### config.mk
export PLATFORM = sky130hd
export DESIGN_NAME = binary_mask_f1_score_flat
export DESIGN_NICKNAME = d
export VERILOG_FILES = /design/src/rtl/bmf1_pkg.sv /design/src/rtl/bmf1_if.sv /design/src/rtl/bmf1_front.sv /design/src/rtl/bmf1_fifo.sv /design/src/rtl/bmf1_back.sv /design/src/rtl/binary_mask_f1_score.sv /design/src/flat_wrapper.sv
export SDC_FILE = /design/constraint.sdc
export NUM_CORES = 1
export LEC_CHECK = 0
export BUFFER_PORTS_ARGS = -buffer_cell sky130_fd_sc_hd__buf_2
export CAP_MARGIN = 20
export CORE_ASPECT_RATIO = 1.5
export CORE_MARGIN = 5
export CORE_UTILIZATION = 30
export DETAILED_ROUTE_END_ITERATION = 8
export GPL_ROUTABILITY_DRIVEN = 1
export GPL_TIMING_DRIVEN = 1
export PLACE_DENSITY = 0.46
export SYNTH_ARGS = -nofsm -noshare
export SYNTH_HDL_FRONTEND = slang
export SYNTH_SLANG_ARGS = --single-unit
### constraint.sdc
create_clock -name clk_i -period 4.8 [get_ports clk_i]
set_clock_uncertainty 0.15 [all_clocks]
set_input_delay 0.48 -clock clk_i [delete_from_list [all_inputs] [get_ports clk_i]]
set_output_delay 0.48 -clock clk_i [all_outputs]
set_load 0.1 [all_outputs]
### src/rtl/bmf1_pkg.sv
// Package: shared widths, pixel codes, count snapshot type and helpers for the F1 score block.
package bmf1_pkg;

  localparam int unsigned PIX_W   = 8;
  localparam int unsigned CNT_W   = 23;
  localparam int unsigned ACC_W   = 21;
  localparam int unsigned SCORE_W = 17;
  localparam int unsigned QUO_W   = 16;
  localparam int unsigned NUM_W   = CNT_W + 1;
  localparam int unsigned DEN_W   = CNT_W + 2;
  localparam int unsigned REM_W   = DEN_W + 1;

  localparam logic [PIX_W-1:0] POS_VAL = 8'd0;
  localparam logic [PIX_W-1:0] NEG_VAL = 8'd255;

  localparam logic [CNT_W-1:0] CNT_MAX = {CNT_W{1'b1}};
  localparam logic [ACC_W-1:0] ACC_MAX = {ACC_W{1'b1}};

  typedef struct packed {
    logic [CNT_W-1:0] tp;
    logic [CNT_W-1:0] fp;
    logic [CNT_W-1:0] fn;
    logic             last_img;
  } counts_t;

  function automatic logic [CNT_W-1:0] sat_inc(input logic [CNT_W-1:0] c);
    return (c == CNT_MAX) ? c : c + 1'b1;
  endfunction

  function automatic logic [CNT_W-1:0] at_least_one(input logic [CNT_W-1:0] c);
    return (c == '0) ? CNT_W'(1) : c;
  endfunction

endpackage

### src/rtl/bmf1_if.sv
// Interfaces: pixel pair input channel and score result channel.
interface bmf1_in_if
  import bmf1_pkg::*;
();
  logic             valid;
  logic             ready;
  logic [PIX_W-1:0] pred_pixel;
  logic [PIX_W-1:0] target_pixel;
  logic             last_in_image;
  logic             last_image;

  modport source (output valid, pred_pixel, target_pixel, last_in_image, last_image,
                  input ready);
  modport sink   (input valid, pred_pixel, target_pixel, last_in_image, last_image,
                  output ready);
endinterface

interface bmf1_out_if
  import bmf1_pkg::*;
();
  logic               valid;
  logic               ready;
  logic [SCORE_W-1:0] image_score;
  logic [ACC_W-1:0]   score_total;
  logic               is_final;

  modport source (output valid, image_score, score_total, is_final, input ready);
  modport sink   (input valid, image_score, score_total, is_final, output ready);
endinterface

### src/rtl/bmf1_front.sv
// Front end: classify pixel pairs, keep saturating counts, push a snapshot per image.
module bmf1_front
  import bmf1_pkg::*;
(
  input  logic      clk_i,
  input  logic      rst_ni,
  bmf1_in_if.sink   in_i,
  input  logic      full_i,
  output logic      push_o,
  output counts_t   push_data_o
);

  logic [CNT_W-1:0] tp_q, fp_q, fn_q;
  logic [CNT_W-1:0] tp_d, fp_d, fn_d;
  logic             accept;
  logic             pred_pos, pred_neg, targ_pos, targ_neg;

  assign in_i.ready = !full_i;
  assign accept     = in_i.valid && in_i.ready;

  assign pred_pos = (in_i.pred_pixel == POS_VAL);
  assign pred_neg = (in_i.pred_pixel == NEG_VAL);
  assign targ_pos = (in_i.target_pixel == POS_VAL);
  assign targ_neg = (in_i.target_pixel == NEG_VAL);

  // Counts including the current pair.
  assign tp_d = (pred_pos && targ_pos) ? sat_inc(tp_q) : tp_q;
  assign fp_d = (pred_pos && targ_neg) ? sat_inc(fp_q) : fp_q;
  assign fn_d = (pred_neg && targ_pos) ? sat_inc(fn_q) : fn_q;

  assign push_o      = accept && in_i.last_in_image;
  assign push_data_o = '{tp: tp_d, fp: fp_d, fn: fn_d, last_img: in_i.last_image};

  always_ff @(posedge clk_i or negedge rst_ni) begin
    if (!rst_ni) begin
      tp_q <= '0;
      fp_q <= '0;
      fn_q <= '0;
    end else if (accept) begin
      if (in_i.last_in_image) begin
        tp_q <= '0;
        fp_q <= '0;
        fn_q <= '0;
      end else begin
        tp_q <= tp_d;
        fp_q <= fp_d;
        fn_q <= fn_d;
      end
    end
  end

  a_clear_after_close: assert property (@(posedge clk_i) disable iff (!rst_ni)
    push_o |=> (tp_q == '0) && (fp_q == '0) && (fn_q == '0))
    else $error("counters not cleared after closing pixel");

endmodule

### src/rtl/bmf1_fifo.sv
// Short queue of per-image count snapshots between front and back end.
module bmf1_fifo
  import bmf1_pkg::*;
#(
  parameter int unsigned Depth = 2
) (
  input  logic    clk_i,
  input  logic    rst_ni,
  input  logic    push_i,
  input  counts_t push_data_i,
  output logic    full_o,
  input  logic    pop_i,
  output counts_t pop_data_o,
  output logic    empty_o
);

  localparam int unsigned PtrW = (Depth > 1) ? $clog2(Depth) : 1;
  localparam int unsigned CntW = $clog2(Depth + 1);
  localparam logic [PtrW-1:0] LastPtr = PtrW'(Depth - 1);

  counts_t          mem_q [Depth];
  logic [PtrW-1:0]  wr_ptr_q, rd_ptr_q;
  logic [CntW-1:0]  cnt_q;

  assign full_o     = (cnt_q == CntW'(Depth));
  assign empty_o    = (cnt_q == '0);
  assign pop_data_o = mem_q[rd_ptr_q];

  always_ff @(posedge clk_i) begin
    if (push_i) begin
      mem_q[wr_ptr_q] <= push_data_i;
    end
  end

  always_ff @(posedge clk_i or negedge rst_ni) begin
    if (!rst_ni) begin
      wr_ptr_q <= '0;
      rd_ptr_q <= '0;
      cnt_q    <= '0;
    end else begin
      if (push_i) begin
        wr_ptr_q <= (wr_ptr_q == LastPtr) ? '0 : wr_ptr_q + 1'b1;
      end
      if (pop_i) begin
        rd_ptr_q <= (rd_ptr_q == LastPtr) ? '0 : rd_ptr_q + 1'b1;
      end
      case ({push_i, pop_i})
        2'b10:   cnt_q <= cnt_q + 1'b1;
        2'b01:   cnt_q <= cnt_q - 1'b1;
        default: cnt_q <= cnt_q;
      endcase
    end
  end

  a_no_overflow: assert property (@(posedge clk_i) disable iff (!rst_ni)
    push_i |-> !full_o)
    else $error("push into full queue");

  a_no_underflow: assert property (@(posedge clk_i) disable iff (!rst_ni)
    pop_i |-> !empty_o)
    else $error("pop from empty queue");

endmodule

### src/rtl/bmf1_back.sv
// Back end: serial restoring divide for F1, saturating running sum, output register.
module bmf1_back
  import bmf1_pkg::*;
(
  input  logic      clk_i,
  input  logic      rst_ni,
  input  logic      empty_i,
  input  counts_t   pop_data_i,
  output logic      pop_o,
  bmf1_out_if.source out_o
);

  typedef enum logic [1:0] {
    ST_IDLE,
    ST_DIV,
    ST_EMIT
  } state_e;

  localparam int unsigned StepW = $clog2(QUO_W);
  localparam logic [StepW-1:0] LastStep = StepW'(QUO_W - 1);

  state_e             state_q;
  logic [DEN_W-1:0]   den_q;
  logic [REM_W-1:0]   rem_q;
  logic [QUO_W-1:0]   quo_q;
  logic [StepW-1:0]   step_q;
  logic               final_q;
  logic [ACC_W-1:0]   acc_q;
  logic               valid_q;
  logic [SCORE_W-1:0] score_q;
  logic [ACC_W-1:0]   total_q;
  logic               is_final_q;

  logic [CNT_W-1:0]   tp, fp, fn;
  logic [NUM_W-1:0]   num;
  logic [DEN_W-1:0]   den;
  logic [REM_W-1:0]   rem_sh;
  logic               fits;
  logic [ACC_W:0]     sum;
  logic [ACC_W-1:0]   sum_sat;
  logic               out_free;

  assign tp  = at_least_one(pop_data_i.tp);
  assign fp  = at_least_one(pop_data_i.fp);
  assign fn  = at_least_one(pop_data_i.fn);
  assign num = {tp, 1'b0};
  assign den = DEN_W'(num) + DEN_W'(fp) + DEN_W'(fn);

  // Remainder stays below the divisor, so the top bit is free for the shift.
  assign rem_sh = {rem_q[REM_W-2:0], 1'b0};
  assign fits   = (rem_sh >= REM_W'(den_q));

  assign sum     = {1'b0, acc_q} + (ACC_W + 1)'(quo_q);
  assign sum_sat = sum[ACC_W] ? ACC_MAX : sum[ACC_W-1:0];

  assign out_free = !valid_q || out_o.ready;
  assign pop_o    = (state_q == ST_IDLE) && !empty_i;

  assign out_o.valid       = valid_q;
  assign out_o.image_score = score_q;
  assign out_o.score_total = total_q;
  assign out_o.is_final    = is_final_q;

  always_ff @(posedge clk_i or negedge rst_ni) begin
    if (!rst_ni) begin
      state_q    <= ST_IDLE;
      den_q      <= '0;
      rem_q      <= '0;
      quo_q      <= '0;
      step_q     <= '0;
      final_q    <= 1'b0;
      acc_q      <= '0;
      valid_q    <= 1'b0;
      score_q    <= '0;
      total_q    <= '0;
      is_final_q <= 1'b0;
    end else begin
      // Raise valid when the emit state finds the output free; drop it once taken.
      if ((state_q == ST_EMIT) && out_free) begin
        valid_q <= 1'b1;
      end else if (valid_q && out_o.ready) begin
        valid_q <= 1'b0;
      end
      case (state_q)
        ST_IDLE: begin
          if (!empty_i) begin
            den_q   <= den;
            rem_q   <= REM_W'(num);
            quo_q   <= '0;
            step_q  <= '0;
            final_q <= pop_data_i.last_img;
            state_q <= ST_DIV;
          end
        end
        ST_DIV: begin
          rem_q  <= fits ? rem_sh - REM_W'(den_q) : rem_sh;
          quo_q  <= {quo_q[QUO_W-2:0], fits};
          step_q <= step_q + 1'b1;
          if (step_q == LastStep) begin
            state_q <= ST_EMIT;
          end
        end
        ST_EMIT: begin
          if (out_free) begin
            score_q    <= SCORE_W'(quo_q);
            total_q    <= sum_sat;
            is_final_q <= final_q;
            acc_q      <= final_q ? '0 : sum_sat;
            state_q    <= ST_IDLE;
          end
        end
        default: state_q <= ST_IDLE;
      endcase
    end
  end

  a_valid_from_emit: assert property (@(posedge clk_i) disable iff (!rst_ni)
    $rose(valid_q) |-> $past(state_q == ST_EMIT))
    else $error("result raised outside emit state");

  a_total_covers_score: assert property (@(posedge clk_i) disable iff (!rst_ni)
    valid_q |-> (ACC_W'(score_q) <= total_q))
    else $error("running sum below image score");

endmodule

### src/rtl/binary_mask_f1_score.sv
// Top level: F1 score of binary segmentation masks, front counter plus queued divide back end.
// Throughput: one pixel pair per cycle while the queue has room; per image the back end
//   runs a load step, one divide step per bit of the 16-bit quotient and an emit step that
//   waits for a free output, and the queue holds QUEUE_DEPTH image snapshots, so input
//   stalls only when images end faster than the back end drains them.
// Reset: rst_ni asynchronous active low clears counters, running sum, queue and result valid.
module binary_mask_f1_score
  import bmf1_pkg::*;
#(
  parameter int unsigned QUEUE_DEPTH = 2  // image snapshots in flight, 2 or more
) (
  input  logic       clk_i,
  input  logic       rst_ni,
  bmf1_in_if.sink    in_i,
  bmf1_out_if.source out_o
);

  // Snapshot handoff: the front pushes tp/fp/fn plus the final-image mark on the
  // closing pixel of every image and then clears its counters for the next one.
  logic    push;
  logic    full;
  logic    pop;
  logic    empty;
  counts_t push_data;
  counts_t pop_data;

  // Front: classify each transaction and count; ready drops only when the queue is full.
  bmf1_front u_front (
    .clk_i       (clk_i),
    .rst_ni      (rst_ni),
    .in_i        (in_i),
    .full_i      (full),
    .push_o      (push),
    .push_data_o (push_data)
  );

  // Queue: decouple the per-pixel front from the per-image divide.
  bmf1_fifo #(
    .Depth (QUEUE_DEPTH)
  ) u_fifo (
    .clk_i       (clk_i),
    .rst_ni      (rst_ni),
    .push_i      (push),
    .push_data_i (push_data),
    .full_o      (full),
    .pop_i       (pop),
    .pop_data_o  (pop_data),
    .empty_o     (empty)
  );

  // Back: raise zero counts to one, divide 2tp by 2tp+fp+fn one quotient bit per
  // cycle, add into the saturating running sum and hold the result transaction.
  bmf1_back u_back (
    .clk_i      (clk_i),
    .rst_ni     (rst_ni),
    .empty_i    (empty),
    .pop_data_i (pop_data),
    .pop_o      (pop),
    .out_o      (out_o)
  );

endmodule

### src/flat_wrapper.sv
// flat-port wrapper written by rule: the top's interface ports become plain ports
module binary_mask_f1_score_flat import bmf1_pkg::*;
#(
  parameter int unsigned QUEUE_DEPTH = 2                                         
)
  (clk_i, rst_ni, in_i_valid, in_i_pred_pixel, in_i_target_pixel, in_i_last_in_image, in_i_last_image, in_i_ready, out_o_valid, out_o_image_score, out_o_score_total, out_o_is_final, out_o_ready);
  bmf1_in_if in_i_i ();
  bmf1_out_if out_o_i ();
  input  logic clk_i;
  input  logic rst_ni;
  input wire logic [$bits(in_i_i.valid)-1:0] in_i_valid;
  input wire logic [$bits(in_i_i.pred_pixel)-1:0] in_i_pred_pixel;
  input wire logic [$bits(in_i_i.target_pixel)-1:0] in_i_target_pixel;
  input wire logic [$bits(in_i_i.last_in_image)-1:0] in_i_last_in_image;
  input wire logic [$bits(in_i_i.last_image)-1:0] in_i_last_image;
  output wire logic [$bits(in_i_i.ready)-1:0] in_i_ready;
  output wire logic [$bits(out_o_i.valid)-1:0] out_o_valid;
  output wire logic [$bits(out_o_i.image_score)-1:0] out_o_image_score;
  output wire logic [$bits(out_o_i.score_total)-1:0] out_o_score_total;
  output wire logic [$bits(out_o_i.is_final)-1:0] out_o_is_final;
  input wire logic [$bits(out_o_i.ready)-1:0] out_o_ready;
  assign in_i_i.valid = in_i_valid;
  assign in_i_i.pred_pixel = in_i_pred_pixel;
  assign in_i_i.target_pixel = in_i_target_pixel;
  assign in_i_i.last_in_image = in_i_last_in_image;
  assign in_i_i.last_image = in_i_last_image;
  assign in_i_ready = in_i_i.ready;
  assign out_o_valid = out_o_i.valid;
  assign out_o_image_score = out_o_i.image_score;
  assign out_o_score_total = out_o_i.score_total;
  assign out_o_is_final = out_o_i.is_final;
  assign out_o_i.ready = out_o_ready;
  binary_mask_f1_score #(.QUEUE_DEPTH(QUEUE_DEPTH)) u_core (.clk_i(clk_i), .rst_ni(rst_ni), .in_i(in_i_i), .out_o(out_o_i));
endmodule
==> results.cfg, run 1 <==
[logic_synthesis]
muxShareOfSynthArea_pct = 5.96
synthTopCellsByCount = 266 x nand2_1, 206 x dfrtp_1, 157 x o21ai_0, 140 x edfxtp_1, 114 x nor2_1
async_flop_share_pct = 59.5
yosysSeqAreaShare_pct = 48.5
yosysMostFrequentCell = nand2_1
synth-compound-area-share_pct = 13.7
ys_warn_count = 0
synth-simple-area-share_pct = 15.3
synthFlopType = dfrtp_1
synthDistinctLibCells = 83
synth_fa_ha_area_share_pct = 7.13
synth_area_um2 = 19300
yosysTopAreaCellShare_pct = 26.7
synth_cells = 1896
synth_xor_area_share_pct = 5.40
synth_edf_count = 140
synth_area_leaders = dfrtp_1 27%, edfxtp_1 22%, mux2i_1 5.5%
synth-seq-cells = 346
synth_top_family_by_area = simple AND/OR/NAND/NOR gates
synth_area_per_cell_um2 = 10.2
yosysTopAreaCell = dfrtp_1
synthesis.nets = 2013

[status]
status = finished clean

[clocking]
clockBufferDepth = 3
numCtsBuffers = 40
htreeDepth = 2
clk_pin_slew_ns = 0.06
worstSkewPairLatency_ns = 0.57
cts-root-buf = clkbuf_16
cts_tree = built
clkSinkCount = 346

[place]
io_buffers = 61
hpwl_um = 39600
gp_congestion = 0.866
placedCellCount = 2749

[sta]
fmax_mhz = 216
slew_viol_final = 0
post-route-min-period_ns = 4.63
finalSetupViolCount = 0
worst_pin_slew_ns = 0.937
period_share_pct = 96.4
maxSlewHeadroom_pct = 36.7
finalSetupTns_ns = 0
rsz0062_at_grt = no
hold_viol_final = 0
hold-worst-slack_ns = 0.0969

[worst_setup_path]
critPathKind = reg2reg
arrival_ns = 4.91
crit_fanout = 6
cp.required_ns = 5.08
reg2reg_to = u_core.u_back.den_q[21]$_DFFE_PN0P_
worstSetupStartpointType = flop
r2r_start = u_core.u_fifo.rd_ptr_q$_DFFE_PN0P_
reg2reg_slack_ns = 0.17
reg2reg_depth = 18
end_kind = flop

[power]
ir_worst_vdd_mv = 0.315
p_sw_share_pct = 45.5
switchingPower_mw = 7.91
powerDensity_nw_per_um2 = 778
seqPwrFrac_pct = 25.2
power_frac_comb_pct = 57.5
p_leak_nw = 9.47
p_int_mw = 9.48
power_frac_clock_pct = 17.3
fin_total_pwr_mw = 17.4

[final_layout]
final_cells = 2827
n_antenna_cell = 0
fin_util_pct = 34.8
fillers = 6457
nNetsFinal = 2101
area_growth_syn_to_layout_pct = 15.7
drive_gt1_share_pct = 13.4

[drt]
wl_per_cell_um = 18.7
routed_wl_um = 53000
firstDrtPassIters = 5
dr_total_vias = 14003
drt_iter0_markers = 639
drc = 0
vias_per_cell = 4.95
drtAntennaViolNets = 0

[worst_hold_path]
min_from = in_i_last_in_image
hold_class = in2reg
hold_depth = 2
whs_endpoint = u_core.u_front.tp_q[21]$_DFFE_PN0P_

[grt]
grt_first_pass_wirelength_um = 82700
gr-total-overflow = 0
grt_max_degree = 88
antenna_found_initial = 0
track_usage_pct = 15.1
grt_pass1_vias = 14191

[floorplan]
start_util_pct = 30.1
io_pins = 63
row_count = 114
die-height_um = 321
coreArea_um2 = 64200
die_area_um2 = 69600
die_x_um = 217

[job]
max_cap_violations = 0
-- cell families (layout without fill, tap and decap cells) --
group / count (synthesis) / after routing
XOR/XNOR: 119 / 119
buffers and inverters: 191 / 310
flip-flops: 346 / 346
adder cells (fa/ha/maj): 95 / 95
multiplexers: 114 / 114
AO/OA/AOI/OAI: 420 / 420
AND/OR/NAND/NOR: 610 / 610
other: 1 / 1
-- flip-flops by register name, summed over array words and instances (netlist names) --
| register | cells |
|---|---|
| u_core.u_back.out_o.image_score | 16 |
| u_core.u_back.acc_q | 21 |
| u_core.u_back.final_q | 1 |
| u_core.u_back.out_o.is_final | 1 |
| u_core.u_front.fp_q | 23 |
| u_core.u_fifo.mem_q | 140 |
| u_core.u_fifo.cnt_q | 2 |
| u_core.u_fifo.rd_ptr_q | 1 |
| u_core.u_back.rem_q | 25 |
| u_core.u_front.fn_q | 23 |
| u_core.u_back.den_q | 25 |
| u_core.u_back.step_q | 4 |
| u_core.u_back.state_q | 2 |
| u_core.u_back.out_o.score_total | 21 |
| u_core.u_front.tp_q | 23 |
| u_core.u_fifo.wr_ptr_q | 1 |
| u_core.u_back.quo_q | 16 |
| u_core.u_back.out_o.valid | 1 |
-- placed cells by master (no fill, tap or decap), drive strengths merged, types with 70 or more instances in the layout --
cell type / instances
nand2: 266
dfrtp: 206
o21ai: 162
edfxtp: 140
buf: 135
nor2: 118
mux2i: 107
inv: 101
a21oi: 78
ha: 70
-- metal layers --
layer	track usage, %	share of wire (%)
met1	16.8	39
met2	28.9	54
met3	2.18	3.0
met4	5.65	3.7
met5	0	0
-- power groups by stage --
stage          sequential [mW]  clock [mW]  combinational, mW
2_1_floorplan             5.05           0               6.45
3_3_place_gp              4.43           0               9.74
3_5_place_dp              4.43           0               9.80
4_1_cts                   4.38        3.13               9.96
5_1_grt                   4.47        3.24               11.0
6_report                  4.37        3.01               10.0
-- worst max-delay path: stages, from the launching register on --
cell,delay (ns)
dfrtp_4,0.49
mux2_2,0.36
or3_4,0.38
nor4_2,0.23
nand2_1,0.12
nand2_2,0.12
fa_1,0.40
ha_1,0.22
inv_1,0.07
fa_2,0.20
nor2b_1,0.06
o31a_1,0.25
or4_4,0.50
a31oi_4,0.19
a211oi_1,0.11
buf_4,0.15
o31ai_2,0.24
xor2_1,0.18
o21ai_1,0.08
-- final cells by class --
cell class              count  area [um^2]  area share (%)
flip-flops and latches    346         9360            41.9
multi-input cells        1359         9320            41.7
clock buffers              49         1060            4.77
well taps                 812         1020            4.55
repair buffers            138          993            4.45
inverters                  99          372            1.66
clock inverters            24          219           0.980
-- worst max path at each step --
| stage | start | endpoint | slack [ns] | cells after the start |
|---|---|---|---|---|
| finish | u_core.u_fifo.rd_ptr_q$_DFFE_PN0P_ | u_core.u_back.den_q[21]$_DFFE_PN0P_ | 0.17 | 18 |
| global route | u_core.u_fifo.rd_ptr_q$_DFFE_PN0P_ | u_core.u_back.den_q[21]$_DFFE_PN0P_ | 0.009 | 19 |
| CTS | u_core.u_fifo.rd_ptr_q$_DFFE_PN0P_ | u_core.u_back.den_q[15]$_DFFE_PN0P_ | 0.001 | 20 |
| detailed placement | u_core.u_fifo.rd_ptr_q$_DFFE_PN0P_ | u_core.u_back.den_q[17]$_DFFE_PN0P_ | -0.26 | 20 |
| global placement | u_core.u_fifo.rd_ptr_q$_DFFE_PN0P_ | u_core.u_back.den_q[15]$_DFFE_PN0P_ | -0.25 | 20 |
| floorplan | u_core.u_fifo.rd_ptr_q$_DFFE_PN0P_ | u_core.u_back.den_q[23]$_DFFE_PN0P_ | 0.07 | 20 |
-- per-stage QoR --
| stage | area (um^2) | setup slack, ns |
|---|---|---|
| after global routing | 22300 | 0.00865 |
| final | 22300 | 0.172 |
| after CTS | 22200 | 0.00145 |
| after floorplan | 19300 | 0.0656 |
| after detailed placement | 20800 | -0.263 |
| after global placement | 20800 | -0.252 |
-- what timing repair did --
item / in CTS / in global routing
buffers inserted: 0 / 1
hold buffers: 2 / 0
hold endpoints to repair: 76 / 0
cloned: 1 / 1
pin swaps: 0 / 2
resized for setup: 9 / 23
endpoints found under the setup margin: 6 / 7
Note: power is estimated with default switching activity, not from simulation.
==> run 2, diff against run 1 <==
--- a/config.mk
+++ b/config.mk
@@ -16,4 +16,5 @@
 export PLACE_DENSITY = 0.46
 export SYNTH_ARGS = -nofsm -noshare
 export SYNTH_HDL_FRONTEND = slang
+export SYNTH_HIERARCHICAL = 1
 export SYNTH_SLANG_ARGS = --single-unit
==> run 2 against run 1 <==
The run now ends with setup timing left. Combinational power about the same. Synthesized area increased by 6.1%. Register-to-register slack got worse by 0.19 ns. Largest power group unchanged. Highest routed layer unchanged. Critical endpoint is now u_core/u_back/den_q[23]$_DFFE_PN0P_. Fmax decreased by 3.8%.
==> results.cfg, run 2 <==
[status]
status = finished, violations left
violations = setup timing

[floorplan]
start_util_pct = 30.2
die_x_um = 223
io_pins = 63
die-height_um = 330
coreArea_um2 = 67800
die_area_um2 = 73700
row_count = 117

[sta]
finalSetupViolCount = 1
hold_viol_final = 0
worst_pin_slew_ns = 0.901
slew_viol_final = 0
post-route-min-period_ns = 4.81
setup_ws_ns = -0.0138
fmax_mhz = 208
maxSlewHeadroom_pct = 39.4
period_share_pct = 100
rsz0062_at_grt = yes

[logic_synthesis]
yosysSeqAreaShare_pct = 45.7
synth_area_per_cell_um2 = 10.2
synth_edf_count = 140
yosysTopAreaCell = dfrtp_1
synthFlopType = dfrtp_1
yosysTopAreaCellShare_pct = 25.2
synth_area_leaders = dfrtp_1 25%, edfxtp_1 21%, mux2_4 5.1%
yosysMostFrequentCell = nand2_1
synth_cells = 2004
synthesis.nets = 2121
synthTopCellsByCount = 246 x nand2_1, 206 x dfrtp_1, 181 x inv_1, 140 x edfxtp_1, 103 x nor2_1
ys_warn_count = 6
synth_area_um2 = 20500
synth-seq-cells = 346
synthDistinctLibCells = 92
async_flop_share_pct = 59.5

[power]
p_int_mw = 9.77
power_frac_comb_pct = 56.6
ir_worst_vdd_mv = 0.455
seqPwrFrac_pct = 25.7
p_sw_share_pct = 43.9
power_frac_clock_pct = 17.7
powerDensity_nw_per_um2 = 740
switchingPower_mw = 7.64
p_leak_nw = 10.3

[worst_setup_path]
crit_chain = buf_6, mux2_4, nor4_4, buf_4, and4_1, a31oi_1, buf_4, fa_1, inv_1, ha_2, fa_2, a21oi_4, o22ai_2, o21ba_4, o211ai_1, a31oi_2, a211o_1, a21oi_2, xor2_1, o21ai_1
end_kind = flop
critPathMaxStageDelay_ns = 0.55
cpMostUsedCell = buf_4
arrival_ns = 5.08
crit_fanout = 6
cpMaxStageDelayCell = dfrtp_4
worstSetupStartpointType = flop
critPathKind = reg2reg
cp.required_ns = 5.07

[grt]
gr-total-overflow = 0
track_usage_pct = 14.1
grt_max_degree = 97
grt_first_pass_wirelength_um = 83700
antenna_found_initial = 0
grt_pass1_vias = 15228

[drt]
drtAntennaViolNets = 0
firstDrtPassIters = 5
dr_total_vias = 14981
drt_iter0_markers = 752
drc = 0
wl_per_cell_um = 17.4
routed_wl_um = 52300
vias_per_cell = 4.99

[place]
gp_congestion = 0.893
io_buffers = 61
place_worst_setup_slack_ns = -0.365
placedCellCount = 2925
hpwl_um = 38900

[final_layout]
reg_top3 = u_core/u_fifo/mem_q (140), u_core/u_back/den_q (25), u_core/u_back/rem_q (25)
area_growth_syn_to_layout_pct = 14.8
n_antenna_cell = 0
largest_register_ff_count = 140
final_common_cell = nand2_1
layout_common_cells = 246 x nand2_1, 205 x dfrtp_1, 181 x inv_1
largest-register = u_core/u_fifo/mem_q
drive_gt1_share_pct = 16.2
nNetsFinal = 2201
final_cells = 3005

[clocking]
worstSkewPairLatency_ns = 0.56
htreeDepth = 2
cts_tree = built
numCtsBuffers = 38
clk_pin_slew_ns = 0.06
cts-root-buf = clkbuf_16
clockBufferDepth = 3
clkSinkCount = 346

[worst_hold_path]
hold_class = in2reg

[job]
max_cap_violations = 0
==> run 2: critical path, delay by kind of cell (launching register included) <==
family | cells | cell delay [ns]
flip-flops | 1 | 0.55
AND/OR/NAND/NOR | 2 | 0.42
adder cells (fa/ha/maj) | 3 | 1.04
multiplexers | 1 | 0.31
AO/OA/AOI/OAI | 9 | 1.52
XOR/XNOR | 1 | 0.14
buffers and inverters | 4 | 0.53
==> run 2: layer usage <==
layer / vias to the layer above / GRT usage (%) / share of wire (%)
li1: 7317 / - / -
met1: 7317 / 16.3 / 41
met2: 255 / 26.0 / 52
met3: 92 / 1.91 / 2.9
met4: 0 / 5.72 / 4.3
met5: - / 0 / 0
==> run 2: area by class of cell <==
class                      count  area, um^2
timing repair buffer         139         980
inverter                     181         679
clock buffer                  48        1020
fill                        6871       44300
sequential                   346        9360
clock inverter                21         293
tap                          892        1120
multi-input combinational   1378       10100
==> run 2: stage by stage <==
| step | instance area [um^2] | hold slack [ns] | TNS [ns] | utilization (%) | total power, mW |
|---|---|---|---|---|---|
| floorplan | 20500 | 0.0344 | 0 | - | 11.8 |
| global placement | 22000 | 0.305 | -1.34 | 32.4 | 14.0 |
| detailed placement | 22000 | 0.309 | -1.77 | 32.4 | 14.1 |
| CTS | 23500 | 0.103 | -0.0848 | 34.6 | 17.5 |
| global route | 23500 | 0.171 | -0.424 | 34.7 | 18.8 |
| finish | 23500 | 0.154 | -0.0138 | 34.7 | 17.4 |
==> run 2: path summary, 6_finish.rpt <==
path | slack, ns | to | cells after the start | from
setup reg to reg | -0.01 | u_core/u_back/den_q[23]$_DFFE_PN0P_ | 20 | u_core/u_fifo/rd_ptr_q$_DFFE_PN0P_
hold / removal | 0.15 | u_core/u_back/out_o.valid$_DFFE_PN0P_ | 3 | out_o_ready
setup / recovery | -0.01 | u_core/u_back/den_q[23]$_DFFE_PN0P_ | 20 | u_core/u_fifo/rd_ptr_q$_DFFE_PN0P_
min in group asynchronous | 0.38 | u_core/u_back/step_q[0]$_DFFE_PN0P_ | 2 | rst_ni
max in group asynchronous | 3.13 | u_core/u_fifo/rd_ptr_q$_DFFE_PN0P_ | 3 | rst_ni
hold reg to reg | 0.32 | u_core/u_back/out_o.image_score[12]$_DFFE_PN0P_ | 2 | u_core/u_back/out_o.image_score[12]$_DFFE_PN0P_
==> run 2: cells by family after synthesis <==
group,count (synthesis),share of synthesized area (%)
XOR/XNOR,115,4.92
AO/OA/AOI/OAI,426,14.7
multiplexers,114,7.29
adder cells (fa/ha/maj),95,6.72
flip-flops,346,45.7
AND/OR/NAND/NOR,627,14.8
other,1,0.0183
buffers and inverters,280,5.89
==> run 2: power by group through the flow <==
stage	registers, mW	logic, mW	clock network (mW)
global route	4.58	10.9	3.32
finish	4.46	9.85	3.08
global placement	4.50	9.46	0
CTS	4.47	9.83	3.21
floorplan	5.15	6.63	0
detailed placement	4.52	9.58	0
==> run 2: what timing repair did <==
action | CTS | global route
setup buffers | 7 | 1
hold buffers | 2 | 0
gates resized for setup | 22 | 7
endpoints found under the setup margin | 9 | 9
hold endpoints to repair | 96 | 0
pin swaps | 14 | 6
cloned | 1 | 0
==> run 3, diff against run 2 <==
--- a/config.mk
+++ b/config.mk
@@ -11,9 +11,11 @@
 export CORE_MARGIN = 5
 export CORE_UTILIZATION = 30
 export DETAILED_ROUTE_END_ITERATION = 8
-export GPL_ROUTABILITY_DRIVEN = 1
+export GPL_ROUTABILITY_DRIVEN = 0
 export GPL_TIMING_DRIVEN = 1
+export MAX_ROUTING_LAYER = met4
 export PLACE_DENSITY = 0.46
+export SKIP_CTS_REPAIR_TIMING = 1
 export SYNTH_ARGS = -nofsm -noshare
 export SYNTH_HDL_FRONTEND = slang
 export SYNTH_HIERARCHICAL = 1
==> run 3 against run 2 <==
The flow still finishes with violations (setup timing). Global-route usage increased by 0.39 points. Critical endpoint is now u_core/u_back/den_q[21]$_DFFE_PN0P_. Critical path type unchanged. Fmax increased by 0.11%. Combinational power increased by 0.5%. Total power increased by 0.26%. Sequential share of layout area about the same. Flip-flop and latch count unchanged. Largest cell class unchanged.
==> results.cfg, run 3 (same netlist as run 2, synthesis figures left out) <==
[status]
status = finished, violations left
violations = setup timing

[clocking]
cts_tree = built
numCtsBuffers = 38
cts-root-buf = clkbuf_16
clk_pin_slew_ns = 0.06
htreeDepth = 2
clkSinkCount = 346
worstSkewPairLatency_ns = 0.56
clockBufferDepth = 3

[grt]
antenna_found_initial = 0
grt_pass1_vias = 15172
grt_first_pass_wirelength_um = 83600
gr-total-overflow = 0
track_usage_pct = 14.5
grt_max_degree = 97

[place]
io_buffers = 61
hpwl_um = 38900
placedCellCount = 2925
place_worst_setup_slack_ns = -0.365
placed_cell_area_um2 = 22000

[final_layout]
nNetsFinal = 2200
n_antenna_cell = 0
largest_register_ff_count = 140
stdcell_area_um2 = 23500
area_growth_syn_to_layout_pct = 14.9
reg_top3 = u_core/u_fifo/mem_q (140), u_core/u_back/den_q (25), u_core/u_back/rem_q (25)
layout_common_cells = 246 x nand2_1, 205 x dfrtp_1, 181 x inv_1
final_common_cell = nand2_1
fin_util_pct = 34.7
final_cells = 3004
largest-register = u_core/u_fifo/mem_q
drive_gt1_share_pct = 16.1

[drt]
drtAntennaViolNets = 0
vias_per_cell = 4.98
firstDrtPassIters = 5
dr_total_vias = 14946
wl_per_cell_um = 17.5
routed_wl_um = 52500
drc = 0
drt_iter0_markers = 788

[worst_setup_path]
critPathMaxStageDelay_ns = 0.55
critPathKind = reg2reg
end_kind = flop
cpMaxStageDelayCell = dfrtp_4
worstSetupStartpointType = flop
cp.required_ns = 5.07
r2r_start = u_core/u_fifo/rd_ptr_q$_DFFE_PN0P_
cpMostUsedCell = buf_4
reg2reg_depth = 21
crit_chain = buf_12, buf_8, mux2_4, nor3_2, and4_1, a31oi_1, buf_4, fa_1, inv_1, ha_2, fa_2, a21oi_4, o22ai_4, o21ba_4, o211ai_1, a31oi_2, buf_4, a21o_1, a21oi_2, xor2_1, o21ai_1
reg2reg_to = u_core/u_back/den_q[21]$_DFFE_PN0P_
crit_fanout = 7
arrival_ns = 5.08
reg2reg_slack_ns = -0.009

[sta]
slew_viol_final = 0
rsz0062_at_grt = yes
setup_ws_ns = -0.00875
finalSetupTns_ns = -0.0125
hold_viol_final = 0
finalSetupViolCount = 2
worst_pin_slew_ns = 0.892
post-route-min-period_ns = 4.81
period_share_pct = 100
fmax_mhz = 208
maxSlewHeadroom_pct = 40.0

[worst_hold_path]
hold_class = in2reg
whs_endpoint = u_core/u_back/out_o.valid$_DFFE_PN0P_
hold_depth = 3
min_from = out_o_ready

[floorplan]
io_pins = 63
coreArea_um2 = 67800
row_count = 117
die_x_um = 223
die_area_um2 = 73700
start_util_pct = 30.2
die-height_um = 330

[power]
powerDensity_nw_per_um2 = 741
p_leak_nw = 10.3
ir_worst_vdd_mv = 0.454

[job]
max_cap_violations = 0
==> run 3: where the power goes <==
group / internal [mW] / switching, mW / leakage, nW
Combinational: 4.02 / 5.88 / 5.78
Sequential: 3.92 / 0.548 / 3.92
Clock: 1.84 / 1.24 / 0.634
==> run 3: layer usage <==
metal	part of all wire (%)	vias up	global-route usage (%)
met3	2.6	90	1.88
met4	4.4	0	5.72
met5	0	-	-
met1	41	7325	16.3
li1	-	7304	-
met2	52	227	26.0
==> run 3: through the flow <==
step | power (mW) | hold WS (ns)
5_1_grt | 18.9 | 0.171
2_1_floorplan | 11.8 | 0.0344
4_1_cts | 17.3 | -0.186
6_report | 17.4 | 0.154
3_3_place_gp | 14.0 | 0.305
3_5_place_dp | 14.1 | 0.309
==> run 3: critical path, delay by kind of cell, from the launching register on <==
kind / cells / cell delay (ns)
AO/OA/AOI/OAI: 9 / 1.37
adder cells (fa/ha/maj): 3 / 1.06
multiplexers: 1 / 0.30
flip-flops: 1 / 0.55
AND/OR/NAND/NOR: 2 / 0.37
XOR/XNOR: 1 / 0.16
buffers and inverters: 5 / 0.68
==> run 3: worst max-delay path by stage <==
stage                                       startpoint  cells after the start                             endpoint
floorplan           u_core/u_fifo/rd_ptr_q$_DFFE_PN0P_                     19  u_core/u_back/den_q[23]$_DFFE_PN0P_
finish              u_core/u_fifo/rd_ptr_q$_DFFE_PN0P_                     21  u_core/u_back/den_q[21]$_DFFE_PN0P_
CTS                 u_core/u_fifo/rd_ptr_q$_DFFE_PN0P_                     17  u_core/u_back/den_q[22]$_DFFE_PN0P_
detailed placement  u_core/u_fifo/rd_ptr_q$_DFFE_PN0P_                     17  u_core/u_back/den_q[22]$_DFFE_PN0P_
global route        u_core/u_fifo/rd_ptr_q$_DFFE_PN0P_                     20  u_core/u_back/den_q[23]$_DFFE_PN0P_
global placement    u_core/u_fifo/rd_ptr_q$_DFFE_PN0P_                     19  u_core/u_back/den_q[23]$_DFFE_PN0P_
==> run 3: area by class of cell <==
class | count | area, um^2
clock inverters | 21 | 293
inverters | 181 | 679
flip-flops and latches | 346 | 9360
multi-input cells | 1378 | 10100
clock buffers | 48 | 1020
repair buffers | 138 | 977
well taps | 892 | 1120
fillers | 6865 | 44200
